## src/rtl/htpd_pkg.sv

```systemverilog
`timescale 1ns / 1ps
`default_nettype none
// ----------------------------------------------------------------------------
// htpd_pkg
// Types and constants shared by the single-wire pulse decoder modules.
// ----------------------------------------------------------------------------
package htpd_pkg;

	localparam int HIST_LEN   = 80;
	localparam int DATA_BITS  = 40;
	localparam int COUNT_W    = 7;

	localparam logic [COUNT_W-1:0] COUNT_FULL = 7'd80;

	localparam logic [14:0] DHT22_NEG_MAX = 15'd400;
	localparam logic [14:0] DHT22_POS_MAX = 15'd800;
	localparam logic [15:0] DHT22_HUM_MAX = 16'd1000;
	localparam logic [7:0]  DHT11_TEMP_MAX = 8'd80;
	localparam logic [7:0]  DHT11_HUM_MAX  = 8'd100;

	localparam logic KIND_DHT22 = 1'b0;
	localparam logic KIND_DHT11 = 1'b1;

	localparam logic REG_THRESHOLD = 1'b0;
	localparam logic REG_KIND      = 1'b1;

	localparam logic [15:0] THRESHOLD_RESET = 16'd53;

	typedef struct packed {
		logic [15:0] bit_threshold_ticks;
		logic        sensor_kind;
	} cfg_t;

	typedef struct packed {
		logic [DATA_BITS-1:0] data_bits;
		logic                 full_frame;
	} frame_t;

endpackage
`default_nettype wire

```

## src/rtl/htpd_sample_if.sv

```systemverilog
`timescale 1ns / 1ps
`default_nettype none
// ----------------------------------------------------------------------------
// htpd_sample_if
// Request channel for measured line intervals.
// ----------------------------------------------------------------------------
interface htpd_sample_if;
	logic        valid;
	logic        ready;
	logic [15:0] interval_ticks;
	logic        frame_end;

	modport source (output valid, output interval_ticks, output frame_end, input ready);
	modport sink (input valid, input interval_ticks, input frame_end, output ready);
endinterface
`default_nettype wire

```

## src/rtl/htpd_reading_if.sv

```systemverilog
`timescale 1ns / 1ps
`default_nettype none
// ----------------------------------------------------------------------------
// htpd_reading_if
// Result channel for decoded sensor readings.
// ----------------------------------------------------------------------------
interface htpd_reading_if;
	logic              valid;
	logic              ready;
	logic signed [10:0] temperature_tenths;
	logic [9:0]        humidity_tenths;
	logic              reading_valid;

	modport source (output valid, output temperature_tenths, output humidity_tenths,
		output reading_valid, input ready);
	modport sink (input valid, input temperature_tenths, input humidity_tenths,
		input reading_valid, output ready);
endinterface
`default_nettype wire

```

## src/rtl/humidity_temperature_pulse_decoder_top.sv

```systemverilog
`timescale 1ns / 1ps
`default_nettype none
// ----------------------------------------------------------------------------
// humidity_temperature_pulse_decoder_top
// Single-wire humidity/temperature sensor frame decoder.
// ----------------------------------------------------------------------------
// Takes one interval request per clock cycle while the queue has room; each is
// compared with the threshold and shifted into an 80-bit history in the front
// stage. An interval marked frame end captures the frame into a short queue
// (QUEUE_DEPTH frames), and the back stage decodes it into the output register,
// so a reading passes through the queue entry and then the output register.
// Requests stall whenever the queue is full.
// ----------------------------------------------------------------------------
module humidity_temperature_pulse_decoder_top #(
	parameter int QUEUE_DEPTH = 2
) (
	input  wire logic        clk,
	input  wire logic        arst_n,
	input  wire logic        psel,
	input  wire logic        penable,
	input  wire logic        pwrite,
	input  wire logic [2:0]  paddr,
	input  wire logic [31:0] pwdata,
	output logic [31:0]      prdata,
	output logic             pready,
	htpd_sample_if.sink      samples,
	htpd_reading_if.source   readings
);

	htpd_pkg::cfg_t   cfg_q;
	htpd_pkg::frame_t push_data;
	htpd_pkg::frame_t pop_data;
	logic             push_valid;
	logic             push_ready;
	logic             pop_valid;
	logic             pop;

	assign pready = 1'b1;

	always_ff @(posedge clk or negedge arst_n) begin
		if (!arst_n) begin
			cfg_q.bit_threshold_ticks <= htpd_pkg::THRESHOLD_RESET;
			cfg_q.sensor_kind         <= htpd_pkg::KIND_DHT22;
		end else if (psel && penable && pwrite && pready) begin
			case (paddr[2])
				htpd_pkg::REG_THRESHOLD: cfg_q.bit_threshold_ticks <= pwdata[15:0];
				htpd_pkg::REG_KIND:      cfg_q.sensor_kind <= pwdata[0];
				default: begin
				end
			endcase
		end
	end

	always_comb begin
		case (paddr[2])
			htpd_pkg::REG_THRESHOLD: prdata = {16'h0000, cfg_q.bit_threshold_ticks};
			htpd_pkg::REG_KIND:      prdata = {31'h0, cfg_q.sensor_kind};
			default:                 prdata = '0;
		endcase
	end

	htpd_front u_front (
		.clk        (clk),
		.arst_n     (arst_n),
		.samples    (samples),
		.threshold  (cfg_q.bit_threshold_ticks),
		.push_ready (push_ready),
		.push_valid (push_valid),
		.push_data  (push_data)
	);

	htpd_queue #(
		.DEPTH (QUEUE_DEPTH)
	) u_queue (
		.clk        (clk),
		.arst_n     (arst_n),
		.push_valid (push_valid),
		.push_data  (push_data),
		.push_ready (push_ready),
		.pop_valid  (pop_valid),
		.pop_data   (pop_data),
		.pop        (pop)
	);

	htpd_back u_back (
		.clk         (clk),
		.arst_n      (arst_n),
		.sensor_kind (cfg_q.sensor_kind),
		.pop_valid   (pop_valid),
		.pop_data    (pop_data),
		.pop         (pop),
		.readings    (readings)
	);

endmodule
`default_nettype wire

```

## src/rtl/htpd_front.sv

```systemverilog
`timescale 1ns / 1ps
`default_nettype none
// ----------------------------------------------------------------------------
// htpd_front
// Slices each interval into a bit decision, keeps the 80-deep history and
// hands a captured frame to the queue at frame end.
// ----------------------------------------------------------------------------
module htpd_front (
	input  wire logic            clk,
	input  wire logic            arst_n,
	htpd_sample_if.sink          samples,
	input  wire logic [15:0]     threshold,
	input  wire logic            push_ready,
	output logic                 push_valid,
	output htpd_pkg::frame_t     push_data
);

	logic [htpd_pkg::HIST_LEN-1:0] history_q;
	logic [htpd_pkg::HIST_LEN-1:0] history_next;
	logic [htpd_pkg::COUNT_W-1:0]  count_q;
	logic [htpd_pkg::COUNT_W-1:0]  count_next;
	logic                          decision;
	logic                          accept;

	assign samples.ready = push_ready;
	assign accept        = samples.valid && push_ready;
	assign decision      = samples.interval_ticks >= threshold;
	assign history_next  = {history_q[htpd_pkg::HIST_LEN-2:0], decision};
	assign count_next    = (count_q < htpd_pkg::COUNT_FULL) ? count_q + 7'd1 : count_q;

	always_comb begin
		for (int j = 0; j < htpd_pkg::DATA_BITS; j++) begin
			push_data.data_bits[j] = history_next[2*j+1];
		end
		push_data.full_frame = count_next == htpd_pkg::COUNT_FULL;
	end

	assign push_valid = accept && samples.frame_end;

	always_ff @(posedge clk or negedge arst_n) begin
		if (!arst_n) begin
			history_q <= '0;
			count_q   <= '0;
		end else if (accept) begin
			if (samples.frame_end) begin
				history_q <= '0;
				count_q   <= '0;
			end else begin
				history_q <= history_next;
				count_q   <= count_next;
			end
		end
	end

endmodule
`default_nettype wire

```

## src/rtl/htpd_queue.sv

```systemverilog
`timescale 1ns / 1ps
`default_nettype none
// ----------------------------------------------------------------------------
// htpd_queue
// Short FIFO of captured frames between front and back.
// ----------------------------------------------------------------------------
module htpd_queue #(
	parameter int DEPTH = 2
) (
	input  wire logic             clk,
	input  wire logic             arst_n,
	input  wire logic             push_valid,
	input  wire htpd_pkg::frame_t push_data,
	output logic                  push_ready,
	output logic                  pop_valid,
	output htpd_pkg::frame_t      pop_data,
	input  wire logic             pop
);

	localparam int PW = (DEPTH > 1) ? $clog2(DEPTH) : 1;
	localparam int CW = $clog2(DEPTH + 1);

	htpd_pkg::frame_t entry_q [DEPTH];
	logic [PW-1:0] wr_ptr_q;
	logic [PW-1:0] rd_ptr_q;
	logic [CW-1:0] fill_q;
	logic          do_push;
	logic          do_pop;

	assign push_ready = fill_q != CW'(DEPTH);
	assign pop_valid  = fill_q != '0;
	assign pop_data   = entry_q[rd_ptr_q];
	assign do_push    = push_valid && push_ready;
	assign do_pop     = pop && pop_valid;

	always_ff @(posedge clk) begin
		if (do_push) begin
			entry_q[wr_ptr_q] <= push_data;
		end
	end

	always_ff @(posedge clk or negedge arst_n) begin
		if (!arst_n) begin
			wr_ptr_q <= '0;
			rd_ptr_q <= '0;
			fill_q   <= '0;
		end else begin
			if (do_push) begin
				wr_ptr_q <= (wr_ptr_q == PW'(DEPTH - 1)) ? '0 : wr_ptr_q + PW'(1);
			end
			if (do_pop) begin
				rd_ptr_q <= (rd_ptr_q == PW'(DEPTH - 1)) ? '0 : rd_ptr_q + PW'(1);
			end
			if (do_push && !do_pop) begin
				fill_q <= fill_q + CW'(1);
			end else if (do_pop && !do_push) begin
				fill_q <= fill_q - CW'(1);
			end
		end
	end

endmodule
`default_nettype wire

```

## src/rtl/htpd_back.sv

```systemverilog
`timescale 1ns / 1ps
`default_nettype none
// ----------------------------------------------------------------------------
// htpd_back
// Checks the checksum, decodes and range-checks a frame and holds the
// reading in the output register.
// ----------------------------------------------------------------------------
module htpd_back (
	input  wire logic             clk,
	input  wire logic             arst_n,
	input  wire logic             sensor_kind,
	input  wire logic             pop_valid,
	input  wire htpd_pkg::frame_t pop_data,
	output logic                  pop,
	htpd_reading_if.source        readings
);

	logic [7:0]  b0, b1, b2, b3, b4;
	logic [9:0]  byte_sum;
	logic        sum_ok;
	logic [15:0] hum22;
	logic [14:0] mag22;
	logic        neg22;
	logic        t_ok;
	logic        h_ok;
	logic        good;
	logic [10:0] temp_dec;
	logic [9:0]  hum_dec;
	logic [11:0] hum11;
	logic [11:0] temp11;

	logic              out_valid_q;
	logic signed [10:0] temp_q;
	logic [9:0]        hum_q;
	logic              good_q;

	assign {b0, b1, b2, b3, b4} = pop_data.data_bits;
	assign byte_sum = {2'b00, b0} + {2'b00, b1} + {2'b00, b2} + {2'b00, b3};
	assign sum_ok   = byte_sum[7:0] == b4;
	assign hum22    = {b0, b1};
	assign neg22    = b2[7];
	assign mag22    = {b2[6:0], b3};
	assign hum11    = ({4'b0000, b0} << 3) + ({4'b0000, b0} << 1);
	assign temp11   = ({4'b0000, b2} << 3) + ({4'b0000, b2} << 1);

	always_comb begin
		case (sensor_kind)
			htpd_pkg::KIND_DHT22: begin
				t_ok     = neg22 ? (mag22 <= htpd_pkg::DHT22_NEG_MAX)
				                 : (mag22 <= htpd_pkg::DHT22_POS_MAX);
				h_ok     = hum22 <= htpd_pkg::DHT22_HUM_MAX;
				temp_dec = neg22 ? 11'(-mag22[10:0]) : mag22[10:0];
				hum_dec  = hum22[9:0];
			end
			htpd_pkg::KIND_DHT11: begin
				t_ok     = b2 <= htpd_pkg::DHT11_TEMP_MAX;
				h_ok     = b0 <= htpd_pkg::DHT11_HUM_MAX;
				temp_dec = temp11[10:0];
				hum_dec  = hum11[9:0];
			end
			default: begin
				t_ok     = 1'b0;
				h_ok     = 1'b0;
				temp_dec = '0;
				hum_dec  = '0;
			end
		endcase
	end

	assign good = pop_data.full_frame && sum_ok && t_ok && h_ok;
	assign pop  = pop_valid && (!out_valid_q || readings.ready);

	always_ff @(posedge clk or negedge arst_n) begin
		if (!arst_n) begin
			out_valid_q <= 1'b0;
		end else if (pop) begin
			out_valid_q <= 1'b1;
		end else if (readings.ready) begin
			out_valid_q <= 1'b0;
		end
	end

	always_ff @(posedge clk) begin
		if (pop) begin
			temp_q <= good ? $signed(temp_dec) : '0;
			hum_q  <= good ? hum_dec : '0;
			good_q <= good;
		end
	end

	assign readings.valid              = out_valid_q;
	assign readings.temperature_tenths = temp_q;
	assign readings.humidity_tenths    = hum_q;
	assign readings.reading_valid      = good_q;

endmodule
`default_nettype wire

```

## src/flat_wrapper.sv

```systemverilog
// flat-port wrapper written by rule: the top's interface ports become plain ports
module humidity_temperature_pulse_decoder_top_flat 
#(
	parameter int QUEUE_DEPTH = 2
)
  (clk, arst_n, psel, penable, pwrite, paddr, pwdata, prdata, pready, samples_valid, samples_interval_ticks, samples_frame_end, samples_ready, readings_valid, readings_temperature_tenths, readings_humidity_tenths, readings_reading_valid, readings_ready);
  htpd_sample_if samples_i ();
  htpd_reading_if readings_i ();
  input  wire logic clk;
  input  wire logic arst_n;
  input  wire logic psel;
  input  wire logic penable;
  input  wire logic pwrite;
  input  wire logic [2:0] paddr;
  input  wire logic [31:0] pwdata;
  output logic [31:0] prdata;
  output logic pready;
  input wire logic [$bits(samples_i.valid)-1:0] samples_valid;
  input wire logic [$bits(samples_i.interval_ticks)-1:0] samples_interval_ticks;
  input wire logic [$bits(samples_i.frame_end)-1:0] samples_frame_end;
  output wire logic [$bits(samples_i.ready)-1:0] samples_ready;
  output wire logic [$bits(readings_i.valid)-1:0] readings_valid;
  output wire logic [$bits(readings_i.temperature_tenths)-1:0] readings_temperature_tenths;
  output wire logic [$bits(readings_i.humidity_tenths)-1:0] readings_humidity_tenths;
  output wire logic [$bits(readings_i.reading_valid)-1:0] readings_reading_valid;
  input wire logic [$bits(readings_i.ready)-1:0] readings_ready;
  assign samples_i.valid = samples_valid;
  assign samples_i.interval_ticks = samples_interval_ticks;
  assign samples_i.frame_end = samples_frame_end;
  assign samples_ready = samples_i.ready;
  assign readings_valid = readings_i.valid;
  assign readings_temperature_tenths = readings_i.temperature_tenths;
  assign readings_humidity_tenths = readings_i.humidity_tenths;
  assign readings_reading_valid = readings_i.reading_valid;
  assign readings_i.ready = readings_ready;
  humidity_temperature_pulse_decoder_top #(.QUEUE_DEPTH(QUEUE_DEPTH)) u_core (.clk(clk), .arst_n(arst_n), .psel(psel), .penable(penable), .pwrite(pwrite), .paddr(paddr), .pwdata(pwdata), .prdata(prdata), .pready(pready), .samples(samples_i), .readings(readings_i));
endmodule
```

## config.mk

```make
export PLATFORM = sky130hd
export DESIGN_NAME = humidity_temperature_pulse_decoder_top_flat
export DESIGN_NICKNAME = d
export VERILOG_FILES = /design/src/rtl/htpd_pkg.sv /design/src/rtl/htpd_sample_if.sv /design/src/rtl/htpd_reading_if.sv /design/src/rtl/humidity_temperature_pulse_decoder_top.sv /design/src/rtl/htpd_front.sv /design/src/rtl/htpd_queue.sv /design/src/rtl/htpd_back.sv /design/src/flat_wrapper.sv
export SDC_FILE = /design/constraint.sdc
export NUM_CORES = 1
export LEC_CHECK = 0
export BUFFER_PORTS_ARGS = -buffer_cell sky130_fd_sc_hd__buf_2
export CAP_MARGIN = 20
export CORE_UTILIZATION = 41
export DETAILED_ROUTE_END_ITERATION = 6
export HOLD_SLACK_MARGIN = 0.08
export PLACE_DENSITY = 0.56
export SLEW_MARGIN = 25
export SYNTH_ARGS = -nofsm -noshare
export SYNTH_HDL_FRONTEND = slang
export SYNTH_SLANG_ARGS = --single-unit
```

## constraint.sdc

```tcl
create_clock -name clk -period 6.7 [get_ports clk]
set_input_delay 1.34 -clock clk [delete_from_list [all_inputs] [get_ports clk]]
set_output_delay 1.34 -clock clk [all_outputs]
set_load 0.02 [all_outputs]
```

==> impl_metrics.sql <==
INSERT INTO impl_metrics (metric_group, metric, value, unit) VALUES
('min_path', 'worstHoldPathType', 'reg -> reg', ''),
('sta', 'finalCriticalPeriod', '5.10', 'ns'),
('synth', 'synth_top_cell_area_share', '28.7', '%'),
('critical_path', 'crit_path_max_fanout', '28', ''),
('sta', 'timing_max_transition_violations_final', '0', ''),
('detailed_routing', 'via_count', '7053', ''),
('synth', 'ys_top_cells_by_area', 'edfxtp_1 29%, dfrtp_1 24%, nand2_1 6.4%', ''),
('min_path', 'hp-start', 'u_core.u_front.history_q[13]$_DFFE_PN0P_', ''),
('synth', 'synth_seq_area_share', '53.7', '%'),
('synth', 'count_of_flip_flops_with_a_built_in_enable_after_synthesis', '104', ''),
('sta', 'final_hold_viol_count', '0', ''),
('power', 'clock_power_share', '23.6', '%'),
('critical_path', 'startpoint_type', 'flip-flop', ''),
('sta', 'timing_limited_maximum_frequency', '196', 'MHz'),
('cells_and_area', 'area.growth.synth_to_final', '13.1', '%'),
('clock_network', 'clockBufferDepth', '3', ''),
('sta', 'setup_violations', '0', ''),
('synth', 'synthesis.area', '10900', 'µm²'),
('sta', 'hold_ws', '0.464', 'ns'),
('synth', 'synth.distinct_cells', '60', ''),
('floorplanning', 'die_area', '27200', 'µm²'),
('synth', 'syn-mean-instance-area', '11.0', 'µm²'),
('grt', 'number_of_global_route_vias_before_repair', '6820', ''),
('power', 'internal_cell_power', '0.00341', 'W'),
('critical_path', 'crit_path_launch', 'u_core.u_queue.rd_ptr_q$_DFFE_PN0P_', ''),
('clock_network', 'cts_hold_buffers', '0', ''),
('synth', 'async_reset_ff_share', '50.9', '%'),
('detailed_routing', 'drt_iter0_markers', '371', ''),
('grt', 'grt_usage', '16.7', '%'),
('detailed_routing', 'wl_per_cell', '15.4', 'µm'),
('detailed_routing', 'wl', '21.8', 'mm'),
('power', 'powerDensity', '448', 'nW/µm²'),
('synth', 'yosys_warnings', '0', ''),
('floorplanning', 'floorplan.initialDensity', '41.7', '%'),
('floorplanning', 'ioPinCount', '116', ''),
('sta', 'finClkSkew', '0.00574', 'ns'),
('power', 'total_power', '0.00550', 'W'),
('critical_path', 'cp_data_required_time', '7.05', 'ns'),
('critical_path', 'crit_type', 'reg -> reg', ''),
('cells_and_area', 'antenna_cells_inserted', '0', ''),
('synth', 'post_synthesis_cell_type_with_the_largest_combined_area', 'edfxtp_1', ''),
('power', 'switchingPower', '0.00209', 'W'),
('clock_network', 'root_buffer', 'clkbuf_16', ''),
('sta', 'fin_tns_setup', '0', 'ns'),
('power', 'leakagePower', '5.45', 'nW'),
('clock_network', 'htreeDepth', '1', ''),
('grt', 'grt_start_max_net_pins', '87', ''),
('floorplanning', 'die_width', '165', 'µm'),
('sta', 'slew-limit-headroom', '34.9', '%'),
('clock_network', 'post_cts_resize_count', '0', ''),
('clock_network', 'cts_inserted_buffers', '24', ''),
('run', 'timing.max_cap.violations', '0', ''),
('synth', 'commonest_register_cell_after_synthesis', 'edfxtp_1', ''),
('detailed_routing', 'ant_nets', '0', ''),
('place', 'place.detailed.hpwl', '14.8', 'mm'),
('cells_and_area', 'design.final.nets', '1171', ''),
('run_status', 'outcome', 'complete, no violations', ''),
('detailed_routing', 'drc', '0', ''),
('clock_network', 'postCtsSetupBuffers', '0', ''),
('floorplanning', 'die_y', '165', 'µm'),
('floorplanning', 'placementRows', '59', ''),
('sta', 'tightest_pin_transition', '0.951', 'ns'),
('power', 'combinational_power_share', '45.5', '%'),
('detailed_routing', 'drt_first_pass_iters', '4', ''),
('power', 'power.share.sequential', '30.9', '%'),
('grt', 'grt_first_pass_wirelength', '35.8', 'mm'),
('clock_network', 'cts_tree', 'yes', ''),
('clock_network', 'tritoncts_num_sinks', '212', ''),
('synth', 'ffs_latches_synth', '212', ''),
('critical_path', 'timing.critical_path.to_type', 'flip-flop', ''),
('place', 'port-buffer-count', '80', '');
## sequential cells by signal, summed over array words and instances, names as in the netlist
name                                       cells
u_core.u_queue.entry_q                        82
u_core.u_front.history_q                      79
u_core.cfg_q                                  17
u_core.u_back.readings.temperature_tenths     11
u_core.u_back.readings.humidity_tenths        10
u_core.u_front.count_q                         7
u_core.u_queue.fill_q                          2
u_core.u_back.readings.reading_valid           1
u_core.u_back.readings.valid                   1
u_core.u_queue.rd_ptr_q                        1
u_core.u_queue.wr_ptr_q                        1
## cell usage after synthesis, types with 3 or more instances
master and count:
a211oi_1 6, a211oi_2 4, a21o_1 10, a21oi_1 47
a31oi_1 3, and2_1 4, and3_1 5, buf_1 7
buf_2 5, buf_4 19, buf_6 3, clkbuf_1 29
dfrtp_1 104, dfstp_2 4, edfxtp_1 104, fa_1 16
ha_1 38, inv_1 45, mux2_2 35, mux2i_1 19
nand2_1 186, nand2b_1 9, nand3_1 3, nand3b_1 78
nand4_1 7, nor2_1 57, nor2b_1 4, nor3_1 23
nor3b_1 3, nor4_1 5, o21a_1 3, o21ai_0 21
o21bai_1 5, o22ai_1 7, or3_1 4, xnor2_1 28
xor2_1 14
## layout make-up
| class | count | area (µm²) |
|---|---|---|
| inverters | 46 | 173 |
| flip-flops and latches | 212 | 5830 |
| clock buffers | 35 | 683 |
| clock inverters | 9 | 110 |
| well taps | 335 | 419 |
| fillers | 2442 | 13800 |
| repair buffers | 89 | 474 |
| multi-input cells | 685 | 4600 |
## cells by family after synthesis
kind of cell | share of synthesized area [%]
buffers and inverters | 4.69
AO/OA/AOI/OAI | 6.68
other | 0.0691
XOR/XNOR | 3.59
AND/OR/NAND/NOR | 18.6
adder cells (fa/ha/maj) | 7.32
multiplexers | 5.38
flip-flops | 53.7
## placed cells by master (no fill, tap or decap), types with 28 or more instances in the layout
master,netlist,layout
nand2_1,186,185
edfxtp_1,104,104
dfrtp_1,104,103
buf_2,5,79
nand3b_1,78,78
nor2_1,57,56
a21oi_1,47,47
inv_1,45,45
ha_1,38,38
mux2_2,35,35
xnor2_1,28,28
## power groups by stage
stage / clock network, W / logic [W] / registers, W
6_report: 0.00130 / 0.00251 / 0.00170
5_1_grt: 0.00139 / 0.00284 / 0.00172
3_3_place_gp: 0 / 0.00248 / 0.00172
4_1_cts: 0.00134 / 0.00252 / 0.00170
2_1_floorplan: 0 / 0.00198 / 0.00173
3_5_place_dp: 0 / 0.00250 / 0.00173
## per-layer routing
layer	GRT usage, %	part of all wire, %
met5	0	0
met4	4.30	2.1
met3	2.61	4.2
met2	26.2	46
met1	23.9	48
## stage by stage
step	cells	instance area, µm²	utilization [%]	setup slack [ns]
floorplan	1006	10900	-	1.83
global placement	1367	11500	44.1	1.63
detailed placement	1367	11500	44.1	1.60
CTS	1411	12300	47.1	1.58
global route	1411	12300	47.2	1.23
finish	1411	12300	47.2	1.60
## final timing paths
path                       cells after the start  slack [ns]                                                      end
setup / recovery                              17        1.60  u_core.u_back.readings.humidity_tenths[4]$_SDFFCE_PN0P_
hold / removal                                 2        0.46                 u_core.u_front.history_q[13]$_DFFE_PN0P_
setup reg to reg                              17        1.60  u_core.u_back.readings.humidity_tenths[4]$_SDFFCE_PN0P_
hold reg to reg                                2        0.46                 u_core.u_front.history_q[13]$_DFFE_PN0P_
max in group asynchronous                      2        4.85                              u_core.cfg_q[3]$_DFFE_PN1P_
min in group asynchronous                      1        0.85                 u_core.u_front.history_q[61]$_DFFE_PN0P_
## critical path, cell delays in order, from the launching register on
cell and delay [ns]:
dfrtp_2 0.62, buf_4 0.33, nand2_1 0.10, and2_1 0.18
inv_1 0.15, fa_1 0.52, inv_1 0.05, fa_1 0.49
inv_1 0.04, ha_1 0.22, fa_1 0.41, a21o_1 0.18
a21oi_1 0.21, o21ai_0 0.14, xnor3_1 0.41, nor3_4 0.29
nand3b_2 0.30, a211oi_2 0.27
Power figures use the tool's default switching activity.
